`src/hw/rtl/jss_pkg.sv`:
```
`timescale 1ns / 1ps
`default_nettype none
// ----------------------------------------------------------------------------
// jss_pkg: shared types and constants of the joint solution selector
// Angle and weight formats, the register map and the front-to-back queue item.
// ----------------------------------------------------------------------------
package jss_pkg;

  localparam int unsigned JOINTS       = 6;
  localparam int unsigned ANGLE_W      = 16;
  localparam int unsigned WEIGHT_W     = 8;
  localparam int unsigned LIMIT_W      = 32;
  localparam int unsigned PROD_W       = ANGLE_W + WEIGHT_W;
  localparam int unsigned COST_W       = 27;
  localparam int unsigned WEIGHT_SET_W = JOINTS * WEIGHT_W;
  localparam int unsigned DATA_W       = 64;
  localparam int unsigned ADDR_W       = 6;
  localparam int unsigned REG_IDX_W    = 3;
  localparam int unsigned QUEUE_DEPTH  = 2;
  localparam int unsigned QPTR_W       = $clog2(QUEUE_DEPTH);
  localparam int unsigned QCNT_W       = $clog2(QUEUE_DEPTH + 1);

  localparam logic [COST_W-1:0]       COST_ONES     = '1;
  localparam logic [LIMIT_W-1:0]      LIMIT_RESET   = 32'h7FFF_8000;
  localparam logic [WEIGHT_SET_W-1:0] WEIGHT_RESET  = 48'h1010_1010_1010;

  typedef enum logic [REG_IDX_W-1:0] {
    REG_LIMIT0  = 3'd0,
    REG_LIMIT1  = 3'd1,
    REG_LIMIT2  = 3'd2,
    REG_LIMIT3  = 3'd3,
    REG_LIMIT4  = 3'd4,
    REG_LIMIT5  = 3'd5,
    REG_WEIGHTS = 3'd6
  } reg_idx_e;

  typedef logic signed [ANGLE_W-1:0] angle_t;
  typedef logic [LIMIT_W-1:0]        limit_t;

  typedef struct packed {
    limit_t [JOINTS-1:0]       limit;
    logic [WEIGHT_SET_W-1:0]   weights;
  } cfg_t;

  typedef struct packed {
    logic                is_load;
    logic                final_mark;
    logic                in_limits;
    logic [COST_W-1:0]   cost;
    angle_t [JOINTS-1:0] pose;
  } entry_t;

endpackage
`default_nettype wire

```
`src/hw/rtl/jss_front.sv`:
```
`timescale 1ns / 1ps
`default_nettype none
// ----------------------------------------------------------------------------
// jss_front: item intake and scoring
// Holds the current pose, applies the link adjustment, checks limits and
// forms the weighted L1 cost over two pipeline stages.
// ----------------------------------------------------------------------------
module jss_front (
  input  wire                                    clk_i,
  input  wire                                    rst_ni,
  input  jss_pkg::cfg_t                          cfg_i,
  input  wire                                    in_valid_i,
  output logic                                   in_ready_o,
  input  wire                                    func_i,
  input  jss_pkg::angle_t [jss_pkg::JOINTS-1:0]  angle_i,
  input  wire                                    final_candidate_i,
  output logic                                   entry_valid_o,
  input  wire                                    entry_ready_i,
  output jss_pkg::entry_t                        entry_o
);
  import jss_pkg::*;

  angle_t [JOINTS-1:0]      cur_pose_q;
  angle_t [JOINTS-1:0]      adj;
  logic signed [ANGLE_W:0]  link_sum;
  angle_t                   link_sat;
  angle_t                   lim_lo [JOINTS];
  angle_t                   lim_hi [JOINTS];
  logic signed [ANGLE_W:0]  diff [JOINTS];
  logic signed [ANGLE_W:0]  diff_neg [JOINTS];
  logic [ANGLE_W-1:0]       absd [JOINTS];
  logic                     in_limits;
  logic                     accept;
  logic                     s1_ready;
  logic                     s2_ready;

  logic                     s1_v_q;
  logic                     s1_load_q;
  logic                     s1_final_q;
  logic                     s1_in_limits_q;
  angle_t [JOINTS-1:0]      s1_pose_q;
  logic [ANGLE_W-1:0]       s1_absd_q [JOINTS];

  logic                     s2_v_q;
  logic                     s2_load_q;
  logic                     s2_final_q;
  logic                     s2_in_limits_q;
  angle_t [JOINTS-1:0]      s2_pose_q;
  logic [PROD_W-1:0]        s2_prod_q [JOINTS];
  logic [PROD_W-1:0]        prod [JOINTS];
  logic [COST_W-1:0]        cost;

  assign s2_ready   = !s2_v_q || entry_ready_i;
  assign s1_ready   = !s1_v_q || s2_ready;
  assign in_ready_o = s1_ready;
  assign accept     = in_valid_i && s1_ready;

  // parallel link, saturating
  assign link_sum = {angle_i[1][ANGLE_W-1], angle_i[1]} + {angle_i[2][ANGLE_W-1], angle_i[2]};

  always_comb begin
    if (link_sum[ANGLE_W] != link_sum[ANGLE_W-1]) begin
      link_sat = link_sum[ANGLE_W] ? {1'b1, {(ANGLE_W-1){1'b0}}} : {1'b0, {(ANGLE_W-1){1'b1}}};
    end else begin
      link_sat = link_sum[ANGLE_W-1:0];
    end
  end

  always_comb begin
    adj = angle_i;
    if (func_i) begin
      adj[2] = link_sat;
    end
    in_limits = 1'b1;
    for (int k = 0; k < JOINTS; k++) begin
      lim_lo[k]   = cfg_i.limit[k][ANGLE_W-1:0];
      lim_hi[k]   = cfg_i.limit[k][LIMIT_W-1:ANGLE_W];
      if ($signed(adj[k]) < lim_lo[k] || $signed(adj[k]) > lim_hi[k]) begin
        in_limits = 1'b0;
      end
      diff[k]     = {adj[k][ANGLE_W-1], adj[k]} - {cur_pose_q[k][ANGLE_W-1], cur_pose_q[k]};
      diff_neg[k] = -diff[k];
      absd[k]     = diff[k][ANGLE_W] ? diff_neg[k][ANGLE_W-1:0] : diff[k][ANGLE_W-1:0];
    end
  end

  always_ff @(posedge clk_i or negedge rst_ni) begin
    if (!rst_ni) begin
      cur_pose_q <= '0;
    end else if (accept && !func_i) begin
      cur_pose_q <= angle_i;
    end
  end

  always_ff @(posedge clk_i or negedge rst_ni) begin
    if (!rst_ni) begin
      s1_v_q <= 1'b0;
      s2_v_q <= 1'b0;
    end else begin
      if (s1_ready) begin
        s1_v_q <= in_valid_i;
      end
      if (s2_ready) begin
        s2_v_q <= s1_v_q;
      end
    end
  end

  always_ff @(posedge clk_i) begin
    if (accept) begin
      s1_load_q      <= !func_i;
      s1_final_q     <= final_candidate_i;
      s1_in_limits_q <= in_limits;
      s1_pose_q      <= adj;
      for (int k = 0; k < JOINTS; k++) begin
        s1_absd_q[k] <= absd[k];
      end
    end
  end

  always_comb begin
    for (int k = 0; k < JOINTS; k++) begin
      prod[k] = PROD_W'(s1_absd_q[k]) * PROD_W'(cfg_i.weights[k*WEIGHT_W +: WEIGHT_W]);
    end
  end

  always_ff @(posedge clk_i) begin
    if (s2_ready && s1_v_q) begin
      s2_load_q      <= s1_load_q;
      s2_final_q     <= s1_final_q;
      s2_in_limits_q <= s1_in_limits_q;
      s2_pose_q      <= s1_pose_q;
      for (int k = 0; k < JOINTS; k++) begin
        s2_prod_q[k] <= prod[k];
      end
    end
  end

  always_comb begin
    cost = '0;
    for (int k = 0; k < JOINTS; k++) begin
      cost = cost + COST_W'(s2_prod_q[k]);
    end
  end

  assign entry_valid_o       = s2_v_q;
  assign entry_o.is_load     = s2_load_q;
  assign entry_o.final_mark  = s2_final_q;
  assign entry_o.in_limits   = s2_in_limits_q;
  assign entry_o.cost        = cost;
  assign entry_o.pose        = s2_pose_q;

endmodule
`default_nettype wire

```
`src/hw/rtl/jss_queue.sv`:
```
`timescale 1ns / 1ps
`default_nettype none
// ----------------------------------------------------------------------------
// jss_queue: short queue between front and back
// Register-based first-in first-out buffer of scored items.
// ----------------------------------------------------------------------------
module jss_queue (
  input  wire              clk_i,
  input  wire              rst_ni,
  input  wire              push_valid_i,
  output logic             push_ready_o,
  input  jss_pkg::entry_t  push_entry_i,
  output logic             pop_valid_o,
  input  wire              pop_ready_i,
  output jss_pkg::entry_t  pop_entry_o
);
  import jss_pkg::*;

  entry_t              mem_q [QUEUE_DEPTH];
  logic [QPTR_W-1:0]   wr_ptr_q;
  logic [QPTR_W-1:0]   rd_ptr_q;
  logic [QCNT_W-1:0]   count_q;
  logic                push;
  logic                pop;

  assign push_ready_o = count_q != QCNT_W'(QUEUE_DEPTH);
  assign pop_valid_o  = count_q != '0;
  assign push         = push_valid_i && push_ready_o;
  assign pop          = pop_valid_o && pop_ready_i;
  assign pop_entry_o  = mem_q[rd_ptr_q];

  always_ff @(posedge clk_i or negedge rst_ni) begin
    if (!rst_ni) begin
      wr_ptr_q <= '0;
      rd_ptr_q <= '0;
      count_q  <= '0;
    end else begin
      if (push) begin
        wr_ptr_q <= wr_ptr_q + 1'b1;
      end
      if (pop) begin
        rd_ptr_q <= rd_ptr_q + 1'b1;
      end
      if (push && !pop) begin
        count_q <= count_q + 1'b1;
      end else if (pop && !push) begin
        count_q <= count_q - 1'b1;
      end
    end
  end

  always_ff @(posedge clk_i) begin
    if (push) begin
      mem_q[wr_ptr_q] <= push_entry_i;
    end
  end

endmodule
`default_nettype wire

```
`src/hw/rtl/jss_back.sv`:
```
`timescale 1ns / 1ps
`default_nettype none
// ----------------------------------------------------------------------------
// jss_back: running minimum and result register
// Keeps the best scored candidate of a query and emits it on the last one.
// ----------------------------------------------------------------------------
module jss_back (
  input  wire                                    clk_i,
  input  wire                                    rst_ni,
  input  wire                                    pop_valid_i,
  output logic                                   pop_ready_o,
  input  jss_pkg::entry_t                        entry_i,
  output logic                                   out_valid_o,
  input  wire                                    out_ready_i,
  output logic                                   found_o,
  output jss_pkg::angle_t [jss_pkg::JOINTS-1:0]  best_o
);
  import jss_pkg::*;

  logic                 have_best_q, have_best_d;
  logic [COST_W-1:0]    best_cost_q, best_cost_d;
  angle_t [JOINTS-1:0]  best_pose_q, best_pose_d;
  logic                 out_v_q, out_v_d;
  logic                 found_q, found_d;
  angle_t [JOINTS-1:0]  out_pose_q, out_pose_d;
  logic                 take;
  logic                 better;
  logic                 upd_have;
  logic [COST_W-1:0]    upd_cost;
  angle_t [JOINTS-1:0]  upd_pose;

  assign pop_ready_o = !out_v_q || out_ready_i;
  assign take        = pop_valid_i && pop_ready_o;

  always_comb begin
    better   = entry_i.in_limits && (entry_i.cost < best_cost_q);
    upd_have = have_best_q || better;
    upd_cost = better ? entry_i.cost : best_cost_q;
    upd_pose = better ? entry_i.pose : best_pose_q;

    have_best_d = have_best_q;
    best_cost_d = best_cost_q;
    best_pose_d = best_pose_q;
    out_v_d     = out_v_q && !out_ready_i;
    found_d     = found_q;
    out_pose_d  = out_pose_q;

    if (take) begin
      priority if (entry_i.is_load) begin
        have_best_d = 1'b0;
        best_cost_d = COST_ONES;
        best_pose_d = '0;
      end else if (entry_i.final_mark) begin
        out_v_d     = 1'b1;
        found_d     = upd_have;
        out_pose_d  = upd_have ? upd_pose : '0;
        have_best_d = 1'b0;
        best_cost_d = COST_ONES;
        best_pose_d = '0;
      end else begin
        have_best_d = upd_have;
        best_cost_d = upd_cost;
        best_pose_d = upd_pose;
      end
    end
  end

  always_ff @(posedge clk_i or negedge rst_ni) begin
    if (!rst_ni) begin
      have_best_q <= 1'b0;
      best_cost_q <= COST_ONES;
      best_pose_q <= '0;
      out_v_q     <= 1'b0;
    end else begin
      have_best_q <= have_best_d;
      best_cost_q <= best_cost_d;
      best_pose_q <= best_pose_d;
      out_v_q     <= out_v_d;
    end
  end

  always_ff @(posedge clk_i) begin
    found_q    <= found_d;
    out_pose_q <= out_pose_d;
  end

  assign out_valid_o = out_v_q;
  assign found_o     = found_q;
  assign best_o      = out_pose_q;

  a_empty_is_zero: assert property (@(posedge clk_i) disable iff (!rst_ni)
    out_valid_o && !found_o |-> best_o == '0)
    else $error("empty query result carries a nonzero pose");

  a_cost_idle: assert property (@(posedge clk_i) disable iff (!rst_ni)
    !have_best_q |-> best_cost_q == COST_ONES)
    else $error("best cost set without a kept candidate");

  a_final_clears: assert property (@(posedge clk_i) disable iff (!rst_ni)
    take && !entry_i.is_load && entry_i.final_mark |=> !have_best_q && out_valid_o)
    else $error("last candidate did not give a result and clear the best");

  a_load_clears: assert property (@(posedge clk_i) disable iff (!rst_ni)
    take && entry_i.is_load |=> !have_best_q)
    else $error("load did not clear the running best");

endmodule
`default_nettype wire

```
`src/hw/rtl/joint_solution_selector_top.sv`:
```
`timescale 1ns / 1ps
`default_nettype none
// ----------------------------------------------------------------------------
// joint_solution_selector_top: best six-joint candidate by weighted L1 cost
// Input channel (in_valid_i/in_ready_o): a load item (func_i=0) sets the
// current pose and clears the running best; a candidate item (func_i=1) is
// link-adjusted, limit-checked and scored. A candidate with
// final_candidate_i=1 gives one result item on the output channel
// (out_valid_o/out_ready_i): found_o and the kept pose, all zero if none.
// Throughput is one item per cycle while out_ready_i is high; the front scores in
// two register stages, a two-entry queue decouples it from the back, whose
// running-minimum compare feeds the result register behind out_valid_o.
// A stalled receiver holds the result register; the back stops, the queue
// fills, and in_ready_o falls once the front stages are full too.
// Reset sets the limits to admit every angle, all weights to 0x10, the
// current pose to zero and clears the running best.
// Registers on the APB port: limit_joint0..5 at 0x00..0x28, weights at 0x30.
// ----------------------------------------------------------------------------
module joint_solution_selector_top (
  input  wire                              clk_i,
  input  wire                              rst_ni,
  input  wire                              psel,
  input  wire                              penable,
  input  wire                              pwrite,
  input  wire [jss_pkg::ADDR_W-1:0]        paddr,
  input  wire [jss_pkg::DATA_W-1:0]        pwdata,
  output logic [jss_pkg::DATA_W-1:0]       prdata,
  output logic                             pready,
  input  wire                              in_valid_i,
  output logic                             in_ready_o,
  input  wire                              func_i,
  input  wire signed [jss_pkg::ANGLE_W-1:0] angle_a_i,
  input  wire signed [jss_pkg::ANGLE_W-1:0] angle_b_i,
  input  wire signed [jss_pkg::ANGLE_W-1:0] angle_c_i,
  input  wire signed [jss_pkg::ANGLE_W-1:0] angle_d_i,
  input  wire signed [jss_pkg::ANGLE_W-1:0] angle_e_i,
  input  wire signed [jss_pkg::ANGLE_W-1:0] angle_f_i,
  input  wire                              final_candidate_i,
  output logic                             out_valid_o,
  input  wire                              out_ready_i,
  output logic                             found_o,
  output logic signed [jss_pkg::ANGLE_W-1:0] best_a_o,
  output logic signed [jss_pkg::ANGLE_W-1:0] best_b_o,
  output logic signed [jss_pkg::ANGLE_W-1:0] best_c_o,
  output logic signed [jss_pkg::ANGLE_W-1:0] best_d_o,
  output logic signed [jss_pkg::ANGLE_W-1:0] best_e_o,
  output logic signed [jss_pkg::ANGLE_W-1:0] best_f_o
);
  import jss_pkg::*;

  limit_t [JOINTS-1:0]      limit_q;
  logic [WEIGHT_SET_W-1:0]  weights_q;
  reg_idx_e                 reg_idx;
  logic                     wr_en;
  cfg_t                     cfg;
  angle_t [JOINTS-1:0]      angle_in;
  angle_t [JOINTS-1:0]      best_out;
  logic                     entry_valid;
  logic                     entry_ready;
  entry_t                   entry_push;
  logic                     pop_valid;
  logic                     pop_ready;
  entry_t                   entry_pop;

  assign pready  = 1'b1;
  assign reg_idx = reg_idx_e'(paddr[ADDR_W-1:ADDR_W-REG_IDX_W]);
  assign wr_en   = psel && penable && pwrite && pready;

  always_ff @(posedge clk_i or negedge rst_ni) begin
    if (!rst_ni) begin
      for (int k = 0; k < JOINTS; k++) begin
        limit_q[k] <= LIMIT_RESET;
      end
      weights_q <= WEIGHT_RESET;
    end else if (wr_en) begin
      priority if (reg_idx <= REG_LIMIT5) begin
        limit_q[reg_idx] <= pwdata[LIMIT_W-1:0];
      end else if (reg_idx == REG_WEIGHTS) begin
        weights_q <= pwdata[WEIGHT_SET_W-1:0];
      end
    end
  end

  always_comb begin
    prdata = '0;
    priority if (reg_idx <= REG_LIMIT5) begin
      prdata = DATA_W'(limit_q[reg_idx]);
    end else if (reg_idx == REG_WEIGHTS) begin
      prdata = DATA_W'(weights_q);
    end
  end

  assign cfg.limit   = limit_q;
  assign cfg.weights = weights_q;

  assign angle_in[0] = angle_a_i;
  assign angle_in[1] = angle_b_i;
  assign angle_in[2] = angle_c_i;
  assign angle_in[3] = angle_d_i;
  assign angle_in[4] = angle_e_i;
  assign angle_in[5] = angle_f_i;

  jss_front u_front (
    .clk_i             (clk_i),
    .rst_ni            (rst_ni),
    .cfg_i             (cfg),
    .in_valid_i        (in_valid_i),
    .in_ready_o        (in_ready_o),
    .func_i            (func_i),
    .angle_i           (angle_in),
    .final_candidate_i (final_candidate_i),
    .entry_valid_o     (entry_valid),
    .entry_ready_i     (entry_ready),
    .entry_o           (entry_push)
  );

  jss_queue u_queue (
    .clk_i        (clk_i),
    .rst_ni       (rst_ni),
    .push_valid_i (entry_valid),
    .push_ready_o (entry_ready),
    .push_entry_i (entry_push),
    .pop_valid_o  (pop_valid),
    .pop_ready_i  (pop_ready),
    .pop_entry_o  (entry_pop)
  );

  jss_back u_back (
    .clk_i       (clk_i),
    .rst_ni      (rst_ni),
    .pop_valid_i (pop_valid),
    .pop_ready_o (pop_ready),
    .entry_i     (entry_pop),
    .out_valid_o (out_valid_o),
    .out_ready_i (out_ready_i),
    .found_o     (found_o),
    .best_o      (best_out)
  );

  assign best_a_o = best_out[0];
  assign best_b_o = best_out[1];
  assign best_c_o = best_out[2];
  assign best_d_o = best_out[3];
  assign best_e_o = best_out[4];
  assign best_f_o = best_out[5];

endmodule
`default_nettype wire
```
`config.mk`:
```
export PLATFORM = sky130hd
export DESIGN_NAME = joint_solution_selector_top
export DESIGN_NICKNAME = d
export VERILOG_FILES = /design/src/hw/rtl/jss_pkg.sv /design/src/hw/rtl/jss_front.sv /design/src/hw/rtl/jss_queue.sv /design/src/hw/rtl/jss_back.sv /design/src/hw/rtl/joint_solution_selector_top.sv
export SDC_FILE = /design/constraint.sdc
export NUM_CORES = 2
export LEC_CHECK = 0
export BUFFER_PORTS_ARGS = -buffer_cell sky130_fd_sc_hd__buf_2
export CAP_MARGIN = 10
export CORE_MARGIN = 4
export CORE_UTILIZATION = 40
export CTS_BUF_LIST = sky130_fd_sc_hd__clkbuf_2 sky130_fd_sc_hd__clkbuf_4 sky130_fd_sc_hd__clkbuf_8
export CTS_CLUSTER_SIZE = 20
export DETAILED_ROUTE_END_ITERATION = 7
export PLACE_DENSITY_LB_ADDON = 0.12
export SLEW_MARGIN = 20
export SYNTH_ARGS = -nofsm -noshare
export SYNTH_HDL_FRONTEND = slang
export SYNTH_SLANG_ARGS = --single-unit
```
`constraint.sdc`:
```
create_clock -name clk_i -period 10.7 [get_ports clk_i]
set_clock_uncertainty 0.05 [all_clocks]
set_input_delay 0.535 -clock clk_i [delete_from_list [all_inputs] [get_ports clk_i]]
set_output_delay 0.535 -clock clk_i [all_outputs]
set_load 0.05 [all_outputs]
```
# Yosys cells after proc, flatten, opt, wreduce, memory -nomap -nowiden

Memory sizes are Yosys's and may differ from the RTL's.
Index checks and enable logic that the tools add are counted.
W data, S select, Z words.

Flip-flop bits (word level): 762
Memory bits (writable): 492
Memories kept: 3
Word-level logic and storage cells: 177

Memories:

| name              | depth | bits a word | rd ports | clocked after Yosys merged registers in | wr ports | line            | source |
|---|---|---|---|---|---|---|---|
| u_queue.mem_q     | 2     | 126         | 1        | 0                                       | 1        | jss_queue.sv:19 | `entry_t mem_q [QUEUE_DEPTH];` |
| u_front.s2_prod_q | 6     | 24          | 6        | 0                                       | 6        | jss_front.sv:49 | `logic [PROD_W-1:0] s2_prod_q [JOINTS];` |
| u_front.s1_absd_q | 6     | 16          | 6        | 0                                       | 6        | jss_front.sv:42 | `logic [ANGLE_W-1:0] s1_absd_q [JOINTS];` |

Reductions and logical operators: 37
Order comparisons: 16
Equal/unequal tests: 3
Muxes and demuxes: 36
Multipliers: 6
$add $sub $neg: 22
Bitwise logic cells: 2

Operators by type and width:

| kind                 | count |
|---|---|
| $mux W96             | 3 |
| $bwmux W192          | 1 |
| $mul A16 B8 Y24      | 6 |
| $mux W16             | 9 |
| $add A27 B24 Y27     | 4 |
| $sub A16 B16 Y17     | 6 |
| $bmux W32 S3         | 1 |
| $demux W32 S3        | 1 |
| $gt A16 B16 Y1       | 6 |
| $lt A16 B16 Y1       | 6 |
| $mux W48             | 2 |
| $neg A16 Y16         | 6 |
| $mux W27             | 3 |
| $mux W32             | 2 |
| $lt A27 B27 Y1       | 1 |
| $add A24 B24 Y25     | 1 |
| $add A16 B16 Y17     | 1 |
| $logic_and A1 B1 Y1  | 12 |
| $mux W1              | 12 |
| $logic_or A1 B1 Y1   | 10 |
| $logic_not A1 Y1     | 7 |
| $reduce_and A3 Y1    | 2 |
| $reduce_or A5 Y1     | 1 |
| $lt A3 B4 Y1 const B | 1 |
| 13 further kinds     | 18 |

# Depth between registers and ports, before layout

Depth in word-level cells: 7
Depth in mapped cells: 29
Gate-level depth less buffers: 28

# Cells and area by module

Synthesis repeated with hierarchy kept, for this count alone.

Cell total of the unflattened synthesis: 7611
Area, all modules: 86715.7 µm²

By module, submodules not included:

| module                      | cells each | area each (µm²) | instances | sequential area each (µm²) |
|---|---|---|---|---|
| jss_front                   | 5404       | 55059.1         | 1         | 15605.0 |
| joint_solution_selector_top | 802        | 11354.6         | 1         | 6133.4 |
| jss_back                    | 995        | 10908.0         | 1         | 6074.6 |
| jss_queue                   | 410        | 9394.0          | 1         | 7667.4 |

# Worst setup path after synthesis

No wires, ideal clock.

Path type: register to register
From: reg u_queue.count_q[0]
To: reg u_front.cur_pose_q[87] (netlist bit)
Stages on the path, launching flop included: 8
Setup time: 125 ps
Path buffers: 3
Clock period less this slack: 7506 ps
Data arrival time: 7331 ps
Required time: 10525 ps
Setup slack: 3194 ps
Cells stage by stage: dfrtp_1 -> clkbuf_1 -> nand4b_1 -> and2_1 -> nand2_1 -> buf_1 -> clkbuf_1 -> mux2_2

Cells in the longest elaborated chain, start to end: 5

RTL lines:

| what                     | line                              | source |
|---|---|---|
| start: declaration       | jss_queue.sv:22                   | `logic [QCNT_W-1:0] count_q;` |
| start signal: assignment | jss_queue.sv:45                   | `count_q <= count_q + 1'b1;` |
| start signal: assignment | jss_queue.sv:47                   | `count_q <= count_q - 1'b1;` |
| $ne A2 B2 Y1             | jss_queue.sv:26                   | `assign push_ready_o = count_q != QCNT_W'(QUEUE_DEPTH);` |
| $logic_or A1 B1 Y1       | jss_front.sv:53                   | `assign s2_ready = !s2_v_q \|\| entry_ready_i;` |
| $logic_or A1 B1 Y1       | jss_front.sv:54                   | `assign s1_ready = !s1_v_q \|\| s2_ready;` |
| via in_ready_o           | joint_solution_selector_top.sv:30 | `output logic in_ready_o,` |
| $logic_and A1 B1 Y1      | jss_front.sv:56                   | `assign accept = in_valid_i && s1_ready;` |
| via u_front.accept       | jss_front.sv:33                   | `logic accept;` |
| $logic_and A1 B1 Y1      | jss_front.sv:90                   | `end else if (accept && !func_i) begin` |
| end signal: assignment   | jss_front.sv:91                   | `cur_pose_q <= angle_i;` |
| end: declaration         | jss_front.sv:23                   | `angle_t [JOINTS-1:0] cur_pose_q;` |

The timed path passes the listed nets, and every way through them passes these cells.
A chain may end at the register's enable or synchronous reset.

==> flow_results.xml <==
<?xml version="1.0" encoding="UTF-8"?>
<metrics>
  <group name="synth">
    <metric name="area_share_of_and_or_nand_nor_cells_after_synthesis" unit="%">10.4</metric>
    <metric name="yosys_register_bits" unit="">1254</metric>
    <metric name="yosys.area_share.xor_xnor" unit="%">3.31</metric>
    <metric name="synth_largest_area_cell" unit="">sky130_fd_sc_hd__edfxtp_1</metric>
    <metric name="synth-seq-area-share" unit="%">42.3</metric>
    <metric name="synth.area.top_cells" unit="">sky130_fd_sc_hd__edfxtp_1 28%, sky130_fd_sc_hd__fa_1 14%, sky130_fd_sc_hd__dfrtp_1 10%</metric>
    <metric name="synth_ff_type" unit="">sky130_fd_sc_hd__edfxtp_1</metric>
    <metric name="synth-compound-area-share" unit="%">9.72</metric>
    <metric name="post-synth-top-area-fraction" unit="%">28.2</metric>
    <metric name="synth.mux.area_fraction" unit="%">5.06</metric>
    <metric name="synthesis.instances" unit="">7590</metric>
    <metric name="largest_family_of_logic_cells_by_synthesized_area" unit="">adder cells</metric>
    <metric name="mappedNetlistArea" unit="mm^2">0.0839</metric>
    <metric name="yosys_warnings" unit="">0</metric>
    <metric name="post_synth.cell_area_avg" unit="um^2">11.1</metric>
    <metric name="yosysUniqueCellTypes" unit="">94</metric>
    <metric name="synthArstFlopShare" unit="%">37.2</metric>
    <metric name="post_synth_fa_ha_maj_area_fraction" unit="%">23.6</metric>
    <metric name="synth-edff-count" unit="">787</metric>
  </group>
  <group name="layout">
    <metric name="filler_cell_count" unit="">19450</metric>
    <metric name="utilization" unit="%">45.8</metric>
    <metric name="post_route_cells_drive_above_1_share" unit="%">14.3</metric>
    <metric name="finish.net_count" unit="">9499</metric>
    <metric name="area.growth.synth_to_final" unit="%">13.5</metric>
  </group>
  <group name="cts">
    <metric name="h-tree-depth" unit="">4</metric>
    <metric name="cts.repair.resized" unit="">0</metric>
    <metric name="tritoncts" unit="">yes</metric>
    <metric name="clk_root_buffer_cell" unit="">sky130_fd_sc_hd__clkbuf_8</metric>
    <metric name="cts.sinks" unit="">1254</metric>
    <metric name="post_cts_repair_setup_buffers" unit="">0</metric>
    <metric name="clk_pin_slew" unit="ns">0.06</metric>
    <metric name="insertion_delay" unit="ns">1.02</metric>
    <metric name="cts_max_path_buffers" unit="">3</metric>
    <metric name="cts_hold_buf" unit="">147</metric>
    <metric name="cts_made_buffers" unit="">223</metric>
  </group>
  <group name="floorplan">
    <metric name="design.core.area" unit="mm^2">0.208</metric>
    <metric name="core.rowCount" unit="">167</metric>
    <metric name="dieHeight" unit="um">466</metric>
    <metric name="ioPinCount" unit="">339</metric>
    <metric name="die_x" unit="um">466</metric>
    <metric name="design.die.area" unit="mm^2">0.217</metric>
    <metric name="floorplan.initialDensity" unit="%">40.3</metric>
  </group>
  <group name="critical_path">
    <metric name="crit_path_top_delay_cell" unit="">sky130_fd_sc_hd__o221ai_1</metric>
    <metric name="critical_path.cell_chain" unit="">dlygate4sd3_1 &gt; buf_2 &gt; inv_1 &gt; fa_1 &gt; nor2b_1 &gt; o21a_1 &gt; o21ai_1 &gt; a21oi_1 &gt; a221oi_1 &gt; nand3_1 &gt; nand2_1 &gt; o221ai_1 &gt; nand2_1 &gt; o21a_1 &gt; o22ai_1 &gt; ha_1 &gt; nand4_1 &gt; or4_1 &gt; o211ai_1 &gt; mux2_2 &gt; a221oi_1 &gt; o311ai_1 &gt; a2111oi_0 &gt; nor3b_1</metric>
    <metric name="worst_setup_path_endpoint" unit="">u_front.s1_in_limits_q$_SDFFCE_PP0P_</metric>
    <metric name="worst_r2r_endpoint" unit="">u_queue.mem_q[0][120]$_DFFE_PP_</metric>
    <metric name="crit_required" unit="ns">11.38</metric>
    <metric name="setup.worst_path.end_class" unit="">flip-flop</metric>
    <metric name="cp_data_arrival_time" unit="ns">7.65</metric>
    <metric name="crit_buf_inv" unit="">3</metric>
    <metric name="cp-startpoint" unit="">angle_b_i[1]</metric>
    <metric name="worst_path_largest_cell_delay" unit="ns">0.86</metric>
    <metric name="worstRegToRegCells" unit="">22</metric>
    <metric name="critical_path_peak_fanout" unit="">13</metric>
    <metric name="cp-start-kind" unit="">input pin</metric>
    <metric name="timing.critical_path.depth" unit="">24</metric>
    <metric name="reg2reg_from" unit="">u_front.s2_prod_q[1][1]$_DFFE_PP_</metric>
    <metric name="r2r_setup_slack" unit="ns">3.76</metric>
    <metric name="path_delay_family" unit="">compound AO/OA/AOI/OAI gates</metric>
    <metric name="critical_path_class" unit="">in2reg</metric>
  </group>
  <group name="sta">
    <metric name="count_of_final_setup_violators" unit="">0</metric>
    <metric name="timing.fmax" unit="MHz">144</metric>
    <metric name="max_slew_margin" unit="%">23.7</metric>
    <metric name="slew_violations" unit="">0</metric>
    <metric name="setup_repair_after_global_routing_missed_its_margin" unit="">false</metric>
    <metric name="fin_setup_tns" unit="ns">0</metric>
    <metric name="fin_crit_sh" unit="%">65.1</metric>
    <metric name="final_period_minus_worst_setup_slack" unit="ns">6.96</metric>
    <metric name="worst_slew_pin_slew" unit="ns">1.13</metric>
    <metric name="timing.final.hold_violations" unit="">0</metric>
  </group>
  <group name="detailed_routing">
    <metric name="ant_nets" unit="">0</metric>
    <metric name="first_pass_iters" unit="">6</metric>
    <metric name="vias_per_cell" unit="">5.27</metric>
    <metric name="post_drt_wl_per_cell" unit="um">23.3</metric>
    <metric name="remaining_drc_errors" unit="">0</metric>
    <metric name="dr_total_vias" unit="">58393</metric>
    <metric name="detail_route.iter0.violations" unit="">4258</metric>
    <metric name="finalWirelength" unit="mm">258</metric>
  </group>
  <group name="job">
    <metric name="maxCapViolations" unit="">0</metric>
  </group>
  <group name="global_routing">
    <metric name="grt_start_max_net_pins" unit="">145</metric>
    <metric name="groute.usage.overall" unit="%">23.8</metric>
    <metric name="antenna_found_initial" unit="">31</metric>
    <metric name="gr-total-overflow" unit="">0</metric>
    <metric name="grt_pass1_vias" unit="">59664</metric>
    <metric name="grt_pass1_wl" unit="mm">386</metric>
  </group>
  <group name="placed_design">
    <metric name="hpwl" unit="mm">193</metric>
    <metric name="gpl.final_weighted_congestion" unit="">0.911</metric>
    <metric name="port_buffers" unit="">302</metric>
  </group>
  <group name="worst_hold_path">
    <metric name="min-delay-path-class" unit="">in2async</metric>
  </group>
  <group name="outcome">
    <metric name="outcome" unit="">finished, final reports clean</metric>
  </group>
</metrics>
[layer usage]
| metal | GRT usage, % | wire (um) | vias to the layer above |
|---|---|---|---|
| met5 | 0 | 34 | - |
| met4 | 10.1 | 12400 | 6 |
| met3 | 3.35 | 13500 | 420 |
| met1 | 31.8 | 112000 | 29482 |
| li1 | - | - | 26842 |
| met2 | 38.9 | 121000 | 1643 |
[placed cells by master (no fill, tap or decap), drive strengths merged, types with 147 or more instances in the layout]
cell type,netlist,routed
xnor2,225,225
nor2,257,257
mux2,240,240
dlygate4sd3,0,147
a21oi,445,445
inv,977,984
fa,584,584
nand2,809,809
dfrtp,338,338
clkbuf,207,318
ha,648,648
edfxtp,787,787
and2,375,375
o21ai,418,418
buf,44,366
[worst register-to-register path, delay by kind of cell, from the launching register on]
kind            cells  cell delay (ns)
compound gates     10             3.08
buf+inv             2             0.10
xor+xnor            1             0.14
fa+ha+maj           5             2.19
flops               1             0.39
simple gates        4             0.74
[registers in the layout (all words and copies together) (netlist names), 48 cells and up]
name / cells
u_front.s1_pose_q: 96
u_front.s2_prod_q: 144
u_back.best_o: 96
u_front.s1_absd_q: 96
u_back.best_pose_q: 96
u_front.entry_o: 96
cfg: 192
u_queue.mem_q: 252
weights_q: 48
u_front.cur_pose_q: 96
[worst min-delay path by stage]
stage	start	end	slack, ns	cells after the start
6_report	rst_ni	u_back.best_pose_q[53]$_DFFE_PN0P_	0.05	2
5_1_grt	rst_ni	u_back.best_pose_q[53]$_DFFE_PN0P_	0.05	2
4_1_cts	rst_ni	u_back.best_pose_q[53]$_DFFE_PN0P_	0.009	2
3_5_place_dp	u_front.s1_pose_q[54]$_DFFE_PP_	u_front.entry_o[54]$_DFFE_PP_	0.35	0
3_3_place_gp	u_front.s1_pose_q[31]$_DFFE_PP_	u_front.entry_o[31]$_DFFE_PP_	0.35	0
2_1_floorplan	rst_ni	cfg[111]$_DFFE_PN0P_	0.19	0
[area by class of cell]
type,instances,area [um^2],share of cell area [%]
multi-input cells,5121,43900,46.1
clock buffers,318,3930,4.13
repair buffers,513,3540,3.72
inverters,979,3670,3.86
flip-flops and latches,1254,35500,37.3
diodes,9,22.5,0.0237
clock inverters,108,1160,1.21
well taps,2788,3490,3.67
[Yosys cell counts (all sizes together), types with 26 or more instances]
master     n
a21o     104
a21oi    445
a2bb2oi   26
a31oi     35
and2     375
buf       44
clkbuf   207
dfrtp    338
dfstp    129
edfxtp   787
fa       584
ha       648
inv      977
mux2     240
mux2i    127
nand2    809
nand2b    59
nand3     56
nand4     37
nor2     257
nor2b     63
nor3      67
o21a      68
o21ai    418
xnor2    225
xor2      92
[cell families (layout without fill, tap and decap cells)]
| logic type | Yosys count | in the layout |
|---|---|---|
| xor gates and xnor gates | 317 | 317 |
| adders and majority gates | 1234 | 1234 |
| muxes | 379 | 379 |
| other | 2 | 26 |
| buffers and inverters | 1230 | 1918 |
| and+or+nand+nor | 1827 | 1827 |
| DFF | 1254 | 1254 |
| AOI/OAI and AO/OA | 1347 | 1347 |
[per-stage QoR]
stage	cell area (um^2)	instances	setup slack, ns	hold slack [ns]
detailed placement	88600	10508	3.52	0.355
finish	95200	11090	3.74	0.0536
global route	95100	11085	3.27	0.0469
global placement	88600	10508	3.59	0.351
floorplan	83900	7605	3.19	0.189
CTS	95100	11081	3.85	0.00853
Power is not shown: default switching activity piles up to over one toggle a cycle in this logic, so the estimate is an artifact.
